`config.mk`:
```
export PLATFORM = sky130hd
export DESIGN_NAME = modbus_rtu_request_framer
export DESIGN_NICKNAME = d
export VERILOG_FILES = /design/src/hdl/rtuf_pkg.sv /design/src/hdl/rtuf_front.sv /design/src/hdl/rtuf_back.sv /design/src/hdl/modbus_rtu_request_framer.sv
export SDC_FILE = /design/constraint.sdc
export NUM_CORES = 1
export LEC_CHECK = 0
export ABC_AREA = 1
export BUFFER_PORTS_ARGS = -buffer_cell sky130_fd_sc_hd__buf_2
export CAP_MARGIN = 20
export CORE_UTILIZATION = 55
export DETAILED_ROUTE_END_ITERATION = 12
export GPL_ROUTABILITY_DRIVEN = 0
export MAX_ROUTING_LAYER = met4
export PLACE_DENSITY_LB_ADDON = 0.25
export SLEW_MARGIN = 40
export SYNTH_ARGS = -nofsm -noshare
export SYNTH_HDL_FRONTEND = slang
export SYNTH_SLANG_ARGS = --single-unit
```
`constraint.sdc`:
```
create_clock -name clk -period 3.8 [get_ports clk]
set_input_delay 0.57 -clock clk [delete_from_list [all_inputs] [get_ports clk]]
set_output_delay 0.57 -clock clk [all_outputs]
set_load 0.005 [all_outputs]
```
`src/hdl/rtuf_pkg.sv`:
```
`timescale 1ns / 1ps
`default_nettype none

package rtuf_pkg;

	localparam logic [7:0]  SLAVE_RESET     = 8'h11;
	localparam logic [7:0]  FC_READ_HOLDING = 8'h03;
	localparam logic [7:0]  FC_WRITE_SINGLE = 8'h06;
	localparam logic [15:0] CRC_INIT        = 16'hFFFF;
	localparam logic [15:0] CRC_POLY        = 16'hA001;
	localparam logic        OP_READ         = 1'b0;
	localparam logic        OP_WRITE        = 1'b1;

	typedef struct packed {
		logic [7:0]  func;
		logic [15:0] reg_address;
		logic [15:0] data_word;
	} req_t;

	// front -> back
	typedef struct packed {
		logic valid;
		req_t req;
	} req_chan_t;

	typedef struct packed {
		logic [7:0] frame_byte;
		logic       last;
	} res_t;

	// one byte through CRC-16/Modbus, LSB first
	function automatic logic [15:0] crc_byte(input logic [15:0] crc_in, input logic [7:0] data);
		logic [15:0] acc;
		acc = crc_in ^ {8'h00, data};
		for (int b = 0; b < 8; b++) begin
			if (acc[0]) acc = (acc >> 1) ^ CRC_POLY;
			else acc = acc >> 1;
		end
		return acc;
	endfunction

endpackage

`default_nettype wire

```
`src/hdl/rtuf_front.sv`:
```
`timescale 1ns / 1ps
`default_nettype none

module rtuf_front (
	input  wire logic               clk,
	input  wire logic               arst_n,
	input  wire logic               push,
	output logic                    full,
	input  wire logic               op,
	input  wire logic [15:0]        reg_address,
	input  wire logic [15:0]        data_word,
	output rtuf_pkg::req_chan_t     req_out,
	input  wire logic               req_take
);

	rtuf_pkg::req_t mem_q [2];
	logic           wr_ptr_q;
	logic           rd_ptr_q;
	logic [1:0]     count_q;
	logic           wr_fire;
	logic           rd_fire;
	rtuf_pkg::req_t new_req;

	assign full    = (count_q == 2'd2);
	assign wr_fire = push && !full;
	assign rd_fire = req_take && (count_q != 2'd0);

	always_comb begin
		new_req.func        = (op == rtuf_pkg::OP_WRITE) ? rtuf_pkg::FC_WRITE_SINGLE
		                                                 : rtuf_pkg::FC_READ_HOLDING;
		new_req.reg_address = reg_address;
		new_req.data_word   = data_word;
	end

	always_ff @(posedge clk) begin
		if (wr_fire) mem_q[wr_ptr_q] <= new_req;
	end

	always_ff @(posedge clk or negedge arst_n) begin
		if (!arst_n) begin
			wr_ptr_q <= 1'b0;
			rd_ptr_q <= 1'b0;
			count_q  <= 2'd0;
		end else begin
			if (wr_fire) wr_ptr_q <= !wr_ptr_q;
			if (rd_fire) rd_ptr_q <= !rd_ptr_q;
			count_q <= count_q + {1'b0, wr_fire} - {1'b0, rd_fire};
		end
	end

	assign req_out.valid = (count_q != 2'd0);
	assign req_out.req   = mem_q[rd_ptr_q];

	a_count_range: assert property (@(posedge clk) disable iff (!arst_n)
		count_q != 2'd3) else $error("request queue count out of range");
	a_ptr_match: assert property (@(posedge clk) disable iff (!arst_n)
		(count_q == 2'd0 || count_q == 2'd2) |-> wr_ptr_q == rd_ptr_q)
		else $error("request queue pointers inconsistent");
	a_take_valid: assert property (@(posedge clk) disable iff (!arst_n)
		(rd_fire && count_q == 2'd1 && !wr_fire) |=> !req_out.valid)
		else $error("request queue did not drain");

endmodule

`default_nettype wire

```
`src/hdl/rtuf_back.sv`:
```
`timescale 1ns / 1ps
`default_nettype none

module rtuf_back (
	input  wire logic                clk,
	input  wire logic                arst_n,
	input  wire logic [7:0]          slave_address,
	input  wire rtuf_pkg::req_chan_t req_in,
	output logic                     req_take,
	output logic                     empty,
	input  wire logic                pop,
	output logic [7:0]               frame_byte,
	output logic                     last
);

	localparam logic [2:0] POS_SLAVE   = 3'd0;
	localparam logic [2:0] POS_FUNC    = 3'd1;
	localparam logic [2:0] POS_ADDR_HI = 3'd2;
	localparam logic [2:0] POS_ADDR_LO = 3'd3;
	localparam logic [2:0] POS_WORD_HI = 3'd4;
	localparam logic [2:0] POS_WORD_LO = 3'd5;
	localparam logic [2:0] POS_CRC_LO  = 3'd6;
	localparam logic [2:0] POS_CRC_HI  = 3'd7;

	logic           busy_q;
	logic [2:0]     idx_q;
	rtuf_pkg::req_t req_q;
	logic [15:0]    crc_q;

	rtuf_pkg::res_t oq_q [2];
	logic           oq_wr_ptr_q;
	logic           oq_rd_ptr_q;
	logic [1:0]     oq_count_q;

	logic           room;
	logic           emit;
	logic           frame_done;
	logic           load;
	logic           oq_rd_fire;
	logic [7:0]     cur_byte;
	logic           crc_upd;

	assign oq_rd_fire = pop && (oq_count_q != 2'd0);
	assign room       = (oq_count_q != 2'd2) || oq_rd_fire;
	assign emit       = busy_q && room;
	assign frame_done = emit && (idx_q == POS_CRC_HI);
	assign load       = req_in.valid && (!busy_q || frame_done);
	assign req_take   = load;

	always_comb begin
		cur_byte = crc_q[15:8];
		crc_upd  = 1'b1;
		case (idx_q)
			POS_SLAVE:   cur_byte = slave_address;
			POS_FUNC:    cur_byte = req_q.func;
			POS_ADDR_HI: cur_byte = req_q.reg_address[15:8];
			POS_ADDR_LO: cur_byte = req_q.reg_address[7:0];
			POS_WORD_HI: cur_byte = req_q.data_word[15:8];
			POS_WORD_LO: cur_byte = req_q.data_word[7:0];
			POS_CRC_LO: begin
				cur_byte = crc_q[7:0];
				crc_upd  = 1'b0;
			end
			default: begin
				cur_byte = crc_q[15:8];
				crc_upd  = 1'b0;
			end
		endcase
	end

	always_ff @(posedge clk) begin
		if (load) req_q <= req_in.req;
		if (load) crc_q <= rtuf_pkg::CRC_INIT;
		else if (emit && crc_upd) crc_q <= rtuf_pkg::crc_byte(crc_q, cur_byte);
		if (emit) begin
			oq_q[oq_wr_ptr_q].frame_byte <= cur_byte;
			oq_q[oq_wr_ptr_q].last       <= (idx_q == POS_CRC_HI);
		end
	end

	always_ff @(posedge clk or negedge arst_n) begin
		if (!arst_n) begin
			busy_q      <= 1'b0;
			idx_q       <= POS_SLAVE;
			oq_wr_ptr_q <= 1'b0;
			oq_rd_ptr_q <= 1'b0;
			oq_count_q  <= 2'd0;
		end else begin
			if (load) busy_q <= 1'b1;
			else if (frame_done) busy_q <= 1'b0;
			if (load) idx_q <= POS_SLAVE;
			else if (emit) idx_q <= idx_q + 3'd1;
			if (emit) oq_wr_ptr_q <= !oq_wr_ptr_q;
			if (oq_rd_fire) oq_rd_ptr_q <= !oq_rd_ptr_q;
			oq_count_q <= oq_count_q + {1'b0, emit} - {1'b0, oq_rd_fire};
		end
	end

	assign empty      = (oq_count_q == 2'd0);
	assign frame_byte = oq_q[oq_rd_ptr_q].frame_byte;
	assign last       = oq_q[oq_rd_ptr_q].last;

	a_oq_range: assert property (@(posedge clk) disable iff (!arst_n)
		oq_count_q != 2'd3) else $error("result queue count out of range");
	a_load_init: assert property (@(posedge clk) disable iff (!arst_n)
		load |=> busy_q && idx_q == POS_SLAVE && crc_q == rtuf_pkg::CRC_INIT)
		else $error("frame start not initialized");
	a_load_when_free: assert property (@(posedge clk) disable iff (!arst_n)
		(busy_q && idx_q != POS_CRC_HI) |-> !load)
		else $error("request taken mid-frame");
	a_idle_idx: assert property (@(posedge clk) disable iff (!arst_n)
		!busy_q |-> idx_q == POS_SLAVE) else $error("byte index not reset");

endmodule

`default_nettype wire

```
`src/hdl/modbus_rtu_request_framer.sv`:
```
// Modbus RTU request framer.
// Input channel: push/full. A request (op, reg_address, data_word) transfers
// at a clock edge with push high and full low. op 0 frames a read holding
// registers request (function 0x03), op 1 a write single register (0x06).
// Result channel: empty/pop. While empty is low, frame_byte/last hold the
// oldest byte; it transfers at an edge with pop high. Each request gives
// eight bytes in transmit order: slave address, function, address hi/lo,
// word hi/lo, CRC-16 lo/hi; last marks the CRC high byte.
// Configuration: cfg_valid/cfg_ready write cfg_slave_address (ready is
// always high); write it only while the block is idle.
// A request is registered in the request queue, then in the serializer,
// then its first byte in the result queue. Throughput: one byte per cycle
// while the result queue has room, frames back to back from the single
// byte serializer. A two-entry request queue lets requests transfer mid-frame.
// Reset: queues empty, slave address 0x11. If pop stays low, the two-entry
// result queue fills, the serializer holds, then the request queue fills
// and full rises; nothing is dropped.
`timescale 1ns / 1ps
`default_nettype none

module modbus_rtu_request_framer (
	input  wire logic        clk,
	input  wire logic        arst_n,
	input  wire logic        push,
	output logic             full,
	input  wire logic        op,
	input  wire logic [15:0] reg_address,
	input  wire logic [15:0] data_word,
	output logic             empty,
	input  wire logic        pop,
	output logic [7:0]       frame_byte,
	output logic             last,
	input  wire logic        cfg_valid,
	output logic             cfg_ready,
	input  wire logic [7:0]  cfg_slave_address
);

	logic [7:0]          slave_q;
	rtuf_pkg::req_chan_t req_chan;
	logic                req_take;

	assign cfg_ready = 1'b1;

	always_ff @(posedge clk or negedge arst_n) begin
		if (!arst_n) begin
			slave_q <= rtuf_pkg::SLAVE_RESET;
		end else if (cfg_valid && cfg_ready) begin
			slave_q <= cfg_slave_address;
		end
	end

	rtuf_front u_front (
		.clk         (clk),
		.arst_n      (arst_n),
		.push        (push),
		.full        (full),
		.op          (op),
		.reg_address (reg_address),
		.data_word   (data_word),
		.req_out     (req_chan),
		.req_take    (req_take)
	);

	rtuf_back u_back (
		.clk           (clk),
		.arst_n        (arst_n),
		.slave_address (slave_q),
		.req_in        (req_chan),
		.req_take      (req_take),
		.empty         (empty),
		.pop           (pop),
		.frame_byte    (frame_byte),
		.last          (last)
	);

endmodule

`default_nettype wire
```
# Word level (Yosys, flattened, before mapping)
# Memories as Yosys holds them, arrays and structs flattened. A register that Yosys moved wholly into a read port is not among the register bits.
# Cells that the tools add are included.
[op_classes] n_addsub=5 eq_ne=9 muxes=33 bitwise=9 n_reduce_logical=22
[ops] cell="$mux W16" n=22
[ops] cell="$pmux W8 S7" n=1
[ops] cell="$not A2 Y3" n=8
[ops] cell="$xor A16 B8 Y16" n=1
[ops] cell="$eq A3 B3 Y1 const B" n=4
[ops] cell="$mux W3" n=3
[ops] cell="$reduce_bool A2 Y1" n=4
[ops] cell="$logic_and A1 B1 Y1" n=7
[ops] cell="$mux W1" n=7
[ops] cell="$eq A3 B2 Y1 const B" n=2
[ops] cell="$logic_not A1 Y1" n=6
[ops] cell="$reduce_or A6 Y1" n=1
[ops] cell="$add A2 B1 Y2" n=2
[ops] cell="$sub A2 B1 Y2" n=2
[ops] cell="$add A3 B1 Y3 const B" n=1
[ops] cell="$eq A3 B1 Y1 const B" n=1
[ops] cell="$logic_not A3 Y1" n=1
[ops] cell="$eq A2 B2 Y1 const B" n=1
[ops] cell="$logic_not A2 Y1" n=1
[ops] cell="$logic_or A1 B1 Y1" n=2
[ops] cell="$ne A2 B2 Y1 const B" n=1
[word_totals] register_bits=44 mem_bits_rw=88 in_bits=46 memories=2
[memory_table] name="u_front.mem_q" words=2 width=35 read_ports=1 rd_clocked_by_memory_dff=1 wr=1 line_no="rtuf_front.sv:16" source="rtuf_pkg::req_t mem_q [2];"
[memory_table] name="u_back.oq_q" words=2 width=9 read_ports=1 rd_clocked_by_memory_dff=0 wr=1 line_no="rtuf_back.sv:30" source="rtuf_pkg::res_t oq_q [2];"

# Depth between registers and ports, before layout
# Gate-level depths: netlist (run 1).
[logic_depth] word_depth=34 depth_mapped=22 depth_no_buf=21

# Hierarchy
# A second synthesis (run 1) with hierarchy kept.
[unflattened] cells_unflattened=689 area_unflattened_um2=7103.1
[modules_own_cells] mod="rtuf_back" n_inst=1 cells_per_inst=434 area_per_inst_um2=3963.8 seq_area_each_um2=2262.2
[modules_own_cells] mod="rtuf_front" n_inst=1 cells_per_inst=219 area_per_inst_um2=2820.2 seq_area_each_um2=2142.1
[modules_own_cells] mod="modbus_rtu_request_framer" n_inst=1 cells_per_inst=36 area_per_inst_um2=319.1 seq_area_each_um2=202.7

# Worst setup path after synthesis (run 1)
# Ideal clock, no wire load.
[synth_timing] kind="reg2reg" startpoint="reg u_back.idx_q[0]" endpoint="reg u_front.count_q[1]" setup_time_ns=0.129 arrival_ns=2.786 required_time_ns=3.671 path_slack_ns=0.885 stages_incl_launch_ff=13 n_path_buf=1 path_cell_list="dfrtp_1 -> ha_1 -> ha_1 -> nand2_1 -> nand2_1 -> o21ai_1 -> clkbuf_1 -> inv_1 -> ha_1 -> inv_1 -> ha_1 -> xnor2_1 -> xor2_1"
[synth_between] elab_chain_cells=6
[synth_lines] item="start, declared" line_no="rtuf_back.sv:26" source="logic [2:0] idx_q;"
[synth_lines] item="start signal, assigned" line_no="rtuf_back.sv:92" source="else if (emit) idx_q <= idx_q + 3'd1;"
[synth_lines] item="$eq A3 B3 Y1" line_no="rtuf_back.sv:46" source="assign frame_done = emit && (idx_q == POS_CRC_HI);"
[synth_lines] item="$logic_and A1 B1 Y1" line_no="rtuf_back.sv:46"
[synth_lines] item="$logic_or A1 B1 Y1" line_no="rtuf_back.sv:47" source="assign load = req_in.valid && (!busy_q || frame_done);"
[synth_lines] item="$logic_and A1 B1 Y1" line_no="rtuf_back.sv:47"
[synth_lines] item="net req_take" line_no="modbus_rtu_request_framer.sv:40" source="logic req_take;"
[synth_lines] item="$logic_and A1 B1 Y1" line_no="rtuf_front.sv:26" source="assign rd_fire = req_take && (count_q != 2'd0);"
[synth_lines] item="$sub A2 B1 Y2" line_no="rtuf_front.sv:47" source="count_q <= count_q + {1'b0, wr_fire} - {1'b0, rd_fire};"
[synth_lines] item="end signal, assigned" line_no="rtuf_front.sv:47"
[synth_lines] item="end, declared" line_no="rtuf_front.sv:19" source="logic [1:0] count_q;"
# The timed path passes the listed nets, and every way through them passes these cells.
# A chain may end at the register's enable or synchronous reset.

# Final worst setup path (run 1)
[layout_timing] startpoint="reg u_back.idx_q[2]" endpoint="reg u_back.crc_q[0]"
[layout_between] elab_chain_cells=26
[layout_lines] item="$eq A3 B3 Y1 (tied with other cells)" line_no="rtuf_back.sv:53" source="case (idx_q)"
[layout_lines] item="$pmux W8 S7" line_no="rtuf_back.sv:53"
[layout_lines] item="$xor A16 B8 Y16" line_no="rtuf_pkg.sv:34" source="acc = crc_in ^ {8'h00, data};"
[layout_lines] item="$mux W16 or $not A2 Y3 (tied branches)"
[layout_lines] item="$mux W16, on equally long branches" line_no="rtuf_back.sv:74, rtuf_pkg.sv:36"
[layout_lines] item="$mux W16, on equally long branches" line_no="rtuf_back.sv:73, rtuf_back.sv:74"
[layout_lines] item="$mux W16 (tied with other cells)" line_no="rtuf_pkg.sv:36" source="if (acc[0]) acc = (acc >> 1) ^ CRC_POLY;"
[layout_lines] item="$mux W16, on equally long branches" line_no="rtuf_back.sv:74, rtuf_pkg.sv:36"
[layout_lines] item="[10 not listed]"
[layout_lines] item="$mux W16 (tied with other cells)" line_no="rtuf_pkg.sv:36"
[layout_lines] item="$mux W16, on equally long branches" line_no="rtuf_back.sv:74, rtuf_pkg.sv:36"
[layout_lines] item="$mux W16, on equally long branches" line_no="rtuf_back.sv:73, rtuf_back.sv:74"
[layout_lines] item="$not A2 Y3 (no source line) or $mux W16 (tied branches)"
[layout_lines] item="$mux W16" line_no="rtuf_pkg.sv:36"
[layout_lines] item="$mux W16" line_no="rtuf_back.sv:74" source="else if (emit && crc_upd) crc_q <= rtuf_pkg::crc_byte(crc_q, cur_byte);"
[layout_lines] item="$mux W16" line_no="rtuf_back.sv:73" source="if (load) crc_q <= rtuf_pkg::CRC_INIT;"
[layout_lines] item="$mux W16" line_no="rtuf_pkg.sv:36"
[layout_lines] item="end signal, assigned" line_no="rtuf_back.sv:73"
[layout_lines] item="end signal, assigned" line_no="rtuf_back.sv:74"
[layout_lines] item="end, declared" line_no="rtuf_back.sv:28" source="logic [15:0] crc_q;"
# Several ways; a longest one is shown, not always the timed one. The select of a mux whose other input is x is not followed.

==> impl_metrics.csv, run 1 <==
group,metric,value,unit
floorplanning,fp.dieW,112.4,um
cts,cts_buffers,17,
worst_setup_path,worst_r2r_endpoint,"u_back.crc_q[0]",
place,port_buffers,56,
min_path,hold_path_class,"input port to async pin",
timing,fmax,337.6,MHz
routing,drtPass1Iterations,6,
worst_setup_path,crit_end,"u_back.crc_q[0]",
floorplanning,dieHeight,112.4,um
timing,slew_headroom,50.63,%
synth,synth-compound-area-share,3.619,%
layout,final_common_cell,"nand2_1",
cts,cts_resized,0,
floorplanning,rows,39,
cts,cts.path.max_buffers,2,
worst_setup_path,required,4120,ps
timing,finalCritPeriodShare,77.95,%
routing,wl,12190,um
cts,cts.clk_slew.worst_paths,60,ps
worst_setup_path,timing.rr.start,"u_back.idx_q[2]",
synth,yosysWarnings,0,
floorplanning,io_pins,58,
place,dpl.hpwl,8470,um
grt,grt_pass1_vias,4479,
synth,synth_xor_area_share,0.7836,%
cts,worstSkewPairLatency,430,ps
synth,synth-adder-area-share,1.866,%
routing,post_drt_via_cell_ratio,5.236,
run_status,status,"finished clean",
floorplanning,core,11660,um^2
grt,grt_pass1_wl,20400,um
layout,nets,771,
cts,post_cts_buffers,0,
cts,cts_root_buffer,"clkbuf_16",
timing,finalWorstSetupSlack,837.9,ps
routing,final_antenna_net_count,0,
worst_setup_path,arrival,3280,ps
synth,yosysUniqueCellTypes,32,
worst_setup_path,reg2regPathDepth,19,
routing,routedWlPerCell,14.01,um
worst_setup_path,crit_path_start_kind,"flip-flop",
synth,synth_seq_area_share,66.01,%
floorplanning,dieArea,12640,um^2
timing,setup_viol,0,
worst_setup_path,end_kind,"flip-flop",
synth,syn_nets,710,
worst_setup_path,regToRegSetupSlack,840,ps
power,irDropWorstVdd,0.4888,mV
grt,grt-ovfl-total,0,
routing,first_iter_violations,287,
cts,cts_sinks,156,
grt,grt_usage,22.05,%
timing,rsz0062_at_grt,"no",
grt,grt_max_degree,36,
cts,cts-htree-levels,4,
timing,fin_crit,2962,ps
worst_setup_path,critPathKind,"flip-flop to flip-flop",
routing,vias,4555,
cts,postCtsHoldBufs,0,
worst_setup_path,critPathLaunch,"u_back.idx_q[2]",
layout,drive_gt1_share,17.06,%
layout,syn_to_final_growth,14.46,%
timing,slew_violations,0,
cts,tritoncts,"yes",
layout,insertedDiodeCount,0,
synth,synth_simple_gate_area_share,22.22,%
power,p_leak,3.464,nW
timing,finalClockSkew,6.698,ps
synth,muxShareOfSynthArea,0.6716,%
timing,tightest_slew,737.9,ps
worst_setup_path,crit_fanout,17,
place,pre_cts_ws,939.7,ps
timing,hold_ws,88.20,ps
grt,antenna_found_initial,0,
job,cap_violations,0,
synth,syn_area,6706,um^2
layout,fin_cells,870,
synth,syn_area_per_cell,10.25,um^2
synth,synth_top_family_by_area,"simple AND/OR/NAND/NOR gates",
power,p_total,0.007733,W
layout,layout_common_cells,"nand2_1, edfxtp_1, buf_2",
floorplanning,initial_core_util,57.50,%
synth,ys_ff_latch,156,
power,powerDensity,1007,nW/um^2
synth,synthCells,654,
place,dp.cells,839,
routing,route.detailed.drc,0,
timing,tns,0,ps
timing,hold_viol,0,
[metal layers]
layer  share of wire, %  wire, um  global-route usage, %
met2                 51      6187                  36.89
met3                5.0       609                  5.616
met4                2.7       333                  11.02
met5                  0         0                      -
met1                 42      5059                  24.64
[critical path, stage by stage, from the launching register on]
cell and delay (ps):
dfrtp_1 540, inv_2 290, ha_1 380, nor2_1 120, nand2_4 130, clkinv_2 140
nand2_1 140, nand2_1 120, nand2_1 90, nand2_2 70, nand2_1 110, nand2_1 100
nand2_1 70, nand2_1 60, nand2_2 90, nand2_2 70, nand2_1 100, nand3_1 80
nand3_1 90, nand2_1 60
[state kept, by name, summed over array words and instances (netlist names), 2 cells and up]
register / count
slave_q: 8
u_back.crc_q: 16
u_back.idx_q: 3
u_back.oq_count_q: 2
u_back.oq_q: 18
u_back.req_q: 34
u_front.count_q: 2
u_front.mem_q: 68
[kinds of logic after synthesis]
logic type / count (synthesis)
DFF: 156
and+or+nand+nor: 363
adders and majority gates: 10
muxes: 4
other: 1
xor gates and xnor gates: 6
buffers and inverters: 74
AOI/OAI and AO/OA: 40
[worst min-delay path by stage]
stage	slack, ps	startpoint	end
after floorplan	270	arst_n	slave_q[1]
after global placement	470	u_back.crc_q[9]	u_back.crc_q[1]
after detailed placement	480	u_back.crc_q[9]	u_back.crc_q[1]
after CTS	90	arst_n	u_back.idx_q[2]
after global routing	120	arst_n	slave_q[5]
final	90	arst_n	u_back.idx_q[2]
[cells in the mapped netlist]
| cell | n | area (um^2) |
|---|---|---|
| nor2_1 | 32 | 120.1 |
| dfstp_2 | 2 | 52.55 |
| o211ai_1 | 13 | 97.59 |
| ha_1 | 10 | 125.1 |
| dfxtp_1 | 16 | 320.3 |
| nand3b_1 | 1 | 7.510 |
| inv_1 | 50 | 187.7 |
| nand2_1 | 260 | 975.9 |
| o221ai_1 | 1 | 8.760 |
| a221oi_1 | 1 | 8.760 |
| clkinv_2 | 1 | 5.000 |
| conb_1 | 1 | 3.750 |
| dfrtp_1 | 18 | 450.4 |
| a21oi_1 | 6 | 30.03 |
| nand3_1 | 48 | 240.2 |
| a31oi_1 | 2 | 12.51 |
| nand2_4 | 1 | 11.26 |
| nand2_2 | 17 | 106.4 |
| edfxtp_1 | 120 | 3603 |
| inv_2 | 1 | 3.750 |
| buf_6 | 3 | 33.78 |
| xor2_1 | 3 | 26.28 |
| xnor2_1 | 3 | 26.28 |
| mux2_2 | 4 | 45.04 |
| or2_1 | 1 | 6.260 |
| clkinv_1 | 2 | 7.510 |
| clkbuf_1 | 12 | 45.04 |
| o21ai_0 | 16 | 80.08 |
| buf_4 | 5 | 37.54 |
| o21ai_1 | 1 | 5.000 |
| nand3_2 | 1 | 10.01 |
| nor2_2 | 2 | 12.51 |
[metrics by stage]
step | cell area, um^2 | utilization (%)
final | 7676 | 65.82
after global routing | 7676 | 65.82
after CTS | 7674 | 65.80
after detailed placement | 7101 | 60.88
after global placement | 7099 | 60.87
after floorplan | 6706 | -
[final cells by class]
| type | count | area (um^2) |
|---|---|---|
| multi-input cells | 424 | 1967 |
| clock buffers | 18 | 429.2 |
| well taps | 143 | 178.9 |
| inverters | 54 | 205.2 |
| clock inverters | 13 | 143.9 |
| flip-flops and latches | 156 | 4427 |
| fillers | 890 | 3986 |
| repair buffers | 62 | 325.3 |
[where the power goes]
group | total (W) | leakage, nW | internal (W) | switching (W)
Combinational | 0.00321 | 1.70 | 0.00103 | 0.00219
Clock | 0.00163 | 0.276 | 0.000967 | 0.000662
Sequential | 0.00289 | 1.49 | 0.00264 | 0.000253
Note: power is estimated with default switching activity, not from simulation.
==> inputs of run 2 (changes only) <==
Settings changed: CORE_UTILIZATION 55 to 53.
Clock period 3.8 ns to 2.7 ns, I/O delays scaled along.
==> impl_metrics.csv, run 2 (same netlist as run 1, synthesis figures left out) <==
group,metric,value,unit
timing,finalCritPeriodShare,91.98,%
grt,grt_pass1_wl,21080,um
power,seqPwrFrac,36.8,%
layout,final_common_cell,"nand2_1",
floorplanning,core,12160,um^2
grt,grt-ovfl-total,0,
worst_setup_path,crit_path_frequent_cell,"nand2_2",
layout,fin_util,64.24,%
grt,grt_pass1_vias,4469,
min_path,hold_path_class,"input port to flip-flop",
worst_setup_path,crit_family,"simple AND/OR/NAND/NOR gates",
routing,wl,12710,um
grt,grt_max_degree,36,
timing,fmax,402.7,MHz
layout,reg_top3,"u_front.mem_q x68, u_back.req_q x34, u_back.oq_q x18",
worst_setup_path,required,2990,ps
timing,finalClockSkew,11.95,ps
worst_setup_path,crit_path_start_kind,"flip-flop",
grt,grt_usage,22.06,%
layout,insertedDiodeCount,0,
layout,largest_reg_flops,68,
place,port_buffers,56,
power,p_leak,3.463,nW
power,powerDensity,1414,nW/um^2
worst_setup_path,crit_fanout,9,
floorplanning,rows,40,
worst_setup_path,slowest_delay,430,ps
power,comb_power_share,42.9,%
worst_setup_path,arrival,2770,ps
timing,slew_violations,0,
min_path,hold_depth,1,
cts,cts_sinks,156,
routing,route.detailed.drc,0,
routing,first_iter_violations,353,
routing,final_antenna_net_count,0,
cts,cts_buffers,17,
floorplanning,dieHeight,114.5,um
cts,cts.clk_slew.worst_paths,60,ps
place,dpl.hpwl,8632,um
cts,post_cts_buffers,0,
worst_setup_path,reg2regPathDepth,17,
layout,multiInputGateArea,2041,um^2
worst_setup_path,end_kind,"flip-flop",
cts,cts-htree-levels,4,
worst_setup_path,critPathKind,"flip-flop to flip-flop",
routing,vias,4582,
routing,routedWlPerCell,14.11,um
power,clkPwrFrac,20.3,%
power,irDropWorstVdd,0.5926,mV
power,p_sw,0.004421,W
timing,tightest_slew,721.7,ps
worst_setup_path,cp_num_buf_inv,1,
cts,cts_root_buffer,"clkbuf_16",
cts,worstSkewPairLatency,420,ps
timing,fin_crit,2483,ps
timing,hold_viol,0,
floorplanning,io_pins,58,
floorplanning,fp.dieW,114.5,um
floorplanning,initial_core_util,55.14,%
layout,largest-register,"u_front.mem_q",
grt,antenna_found_initial,0,
job,cap_violations,0,
routing,drtPass1Iterations,5,
layout,seq_area,4428,um^2
layout,syn_to_final_growth,16.49,%
timing,setup_viol,0,
place,pre_cts_ws,64.30,ps
layout,fillCellCount,933,
worst_setup_path,crit_path_top_delay_cell,"dfrtp_1",
layout,drive_gt1_share,18.83,%
run_status,status,"finished clean",
cts,tritoncts,"yes",
cts,cts.path.max_buffers,2,
layout,layout_common_cells,"nand2_1, edfxtp_1, buf_2",
power,internal-power,0.006626,W
timing,slew_headroom,51.71,%
routing,post_drt_via_cell_ratio,5.085,
worst_setup_path,crit_chain,"ha_2 > ha_4 > nor2_2 > nand2_4 > clkinv_2 > a21oi_1 > nand3b_1 > nand2_2 > nand2_1 > nand2_2 > nand3_1 > nand2_1 > nand2_2 > nand2_2 > nand2_1 > nand3_1 > o211ai_1",
floorplanning,dieArea,13110,um^2
worst_setup_path,cp.depth,17,
layout,nets,776,
timing,finalWorstSetupSlack,216.6,ps
power,switching_share,40.02,%
[run 2: cell count changes in the layout (fill, tap and decap cells not counted), sizes merged]
cell,before,now
clkinv,9,10
inv,54,51
clkbuf,18,21
dlygate4sd3,0,1
buf,62,66
[run 2: worst paths after layout]
kind                            slack, ps        startpoint                   end
worst max-delay path                  220   u_back.idx_q[0]      u_back.crc_q[15]
worst min-delay path                  170   reg_address[12]  u_front.mem_q[1][28]
worst max register to register        220   u_back.idx_q[0]      u_back.crc_q[15]
worst min register to register        510  u_back.crc_q[11]       u_back.crc_q[3]
max in group asynchronous            1880            arst_n            slave_q[0]
min in group asynchronous             470            arst_n       u_back.idx_q[0]
[run 2: power groups by stage]
stage	sequential, W	combinational [W]	clock, W
6_report	0.00406	0.00474	0.00224
5_1_grt	0.00413	0.00541	0.00239
4_1_cts	0.00405	0.00463	0.00228
3_5_place_dp	0.00409	0.00459	0
3_3_place_gp	0.00407	0.00440	0
2_1_floorplan	0.00398	0.00352	0
[run 2: routing by layer]
layer / track usage [%] / routed length [um] / vias to the layer above
li1: - / - / 2289
met1: 26.52 / 5609 / 2155
met2: 35.64 / 6396 / 122
met3: 6.035 / 539 / 16
met4: 8.398 / 163 / 0
met5: - / 0 / -
[run 2: repair_timing]
| item | CTS | global route |
|---|---|---|
| hold buffers | 1 | 0 |
| endpoints found under the hold margin | 18 | 0 |
| resized for setup | 0 | 13 |
| endpoints found under the setup margin | 0 | 4 |
[run 2: area by class of cell]
cell class | instances | share of cell area (%)
multi-input combinational | 424 | 26.12
tap | 168 | 2.691
clock inverter | 11 | 1.537
clock buffer | 21 | 5.637
timing repair buffer | 67 | 4.676
inverter | 54 | 2.659
sequential | 156 | 56.68
[run 2: worst reg2reg max path: cells and delay by family (launching register included)]
family	cells	cell delay, ps
AOI/OAI and AO/OA	2	230
DFF	1	430
adders and majority gates	2	470
and+or+nand+nor	12	1060
buffers and inverters	1	150
[run 2: through the flow]
stage | std cells | hold slack, ps | cell area [um^2] | setup TNS [ps] | total power [W]
final | 901 | 170.1 | 7812 | 0 | 0.01105
after CTS | 901 | 155.3 | 7756 | 0 | 0.01096
after floorplan | 654 | 109.4 | 6741 | 0 | 0.007499
after global routing | 901 | 155.3 | 7812 | -9.722 | 0.01193
after global placement | 868 | 375.6 | 7186 | 0 | 0.008472
after detailed placement | 868 | 387.6 | 7186 | 0 | 0.008681
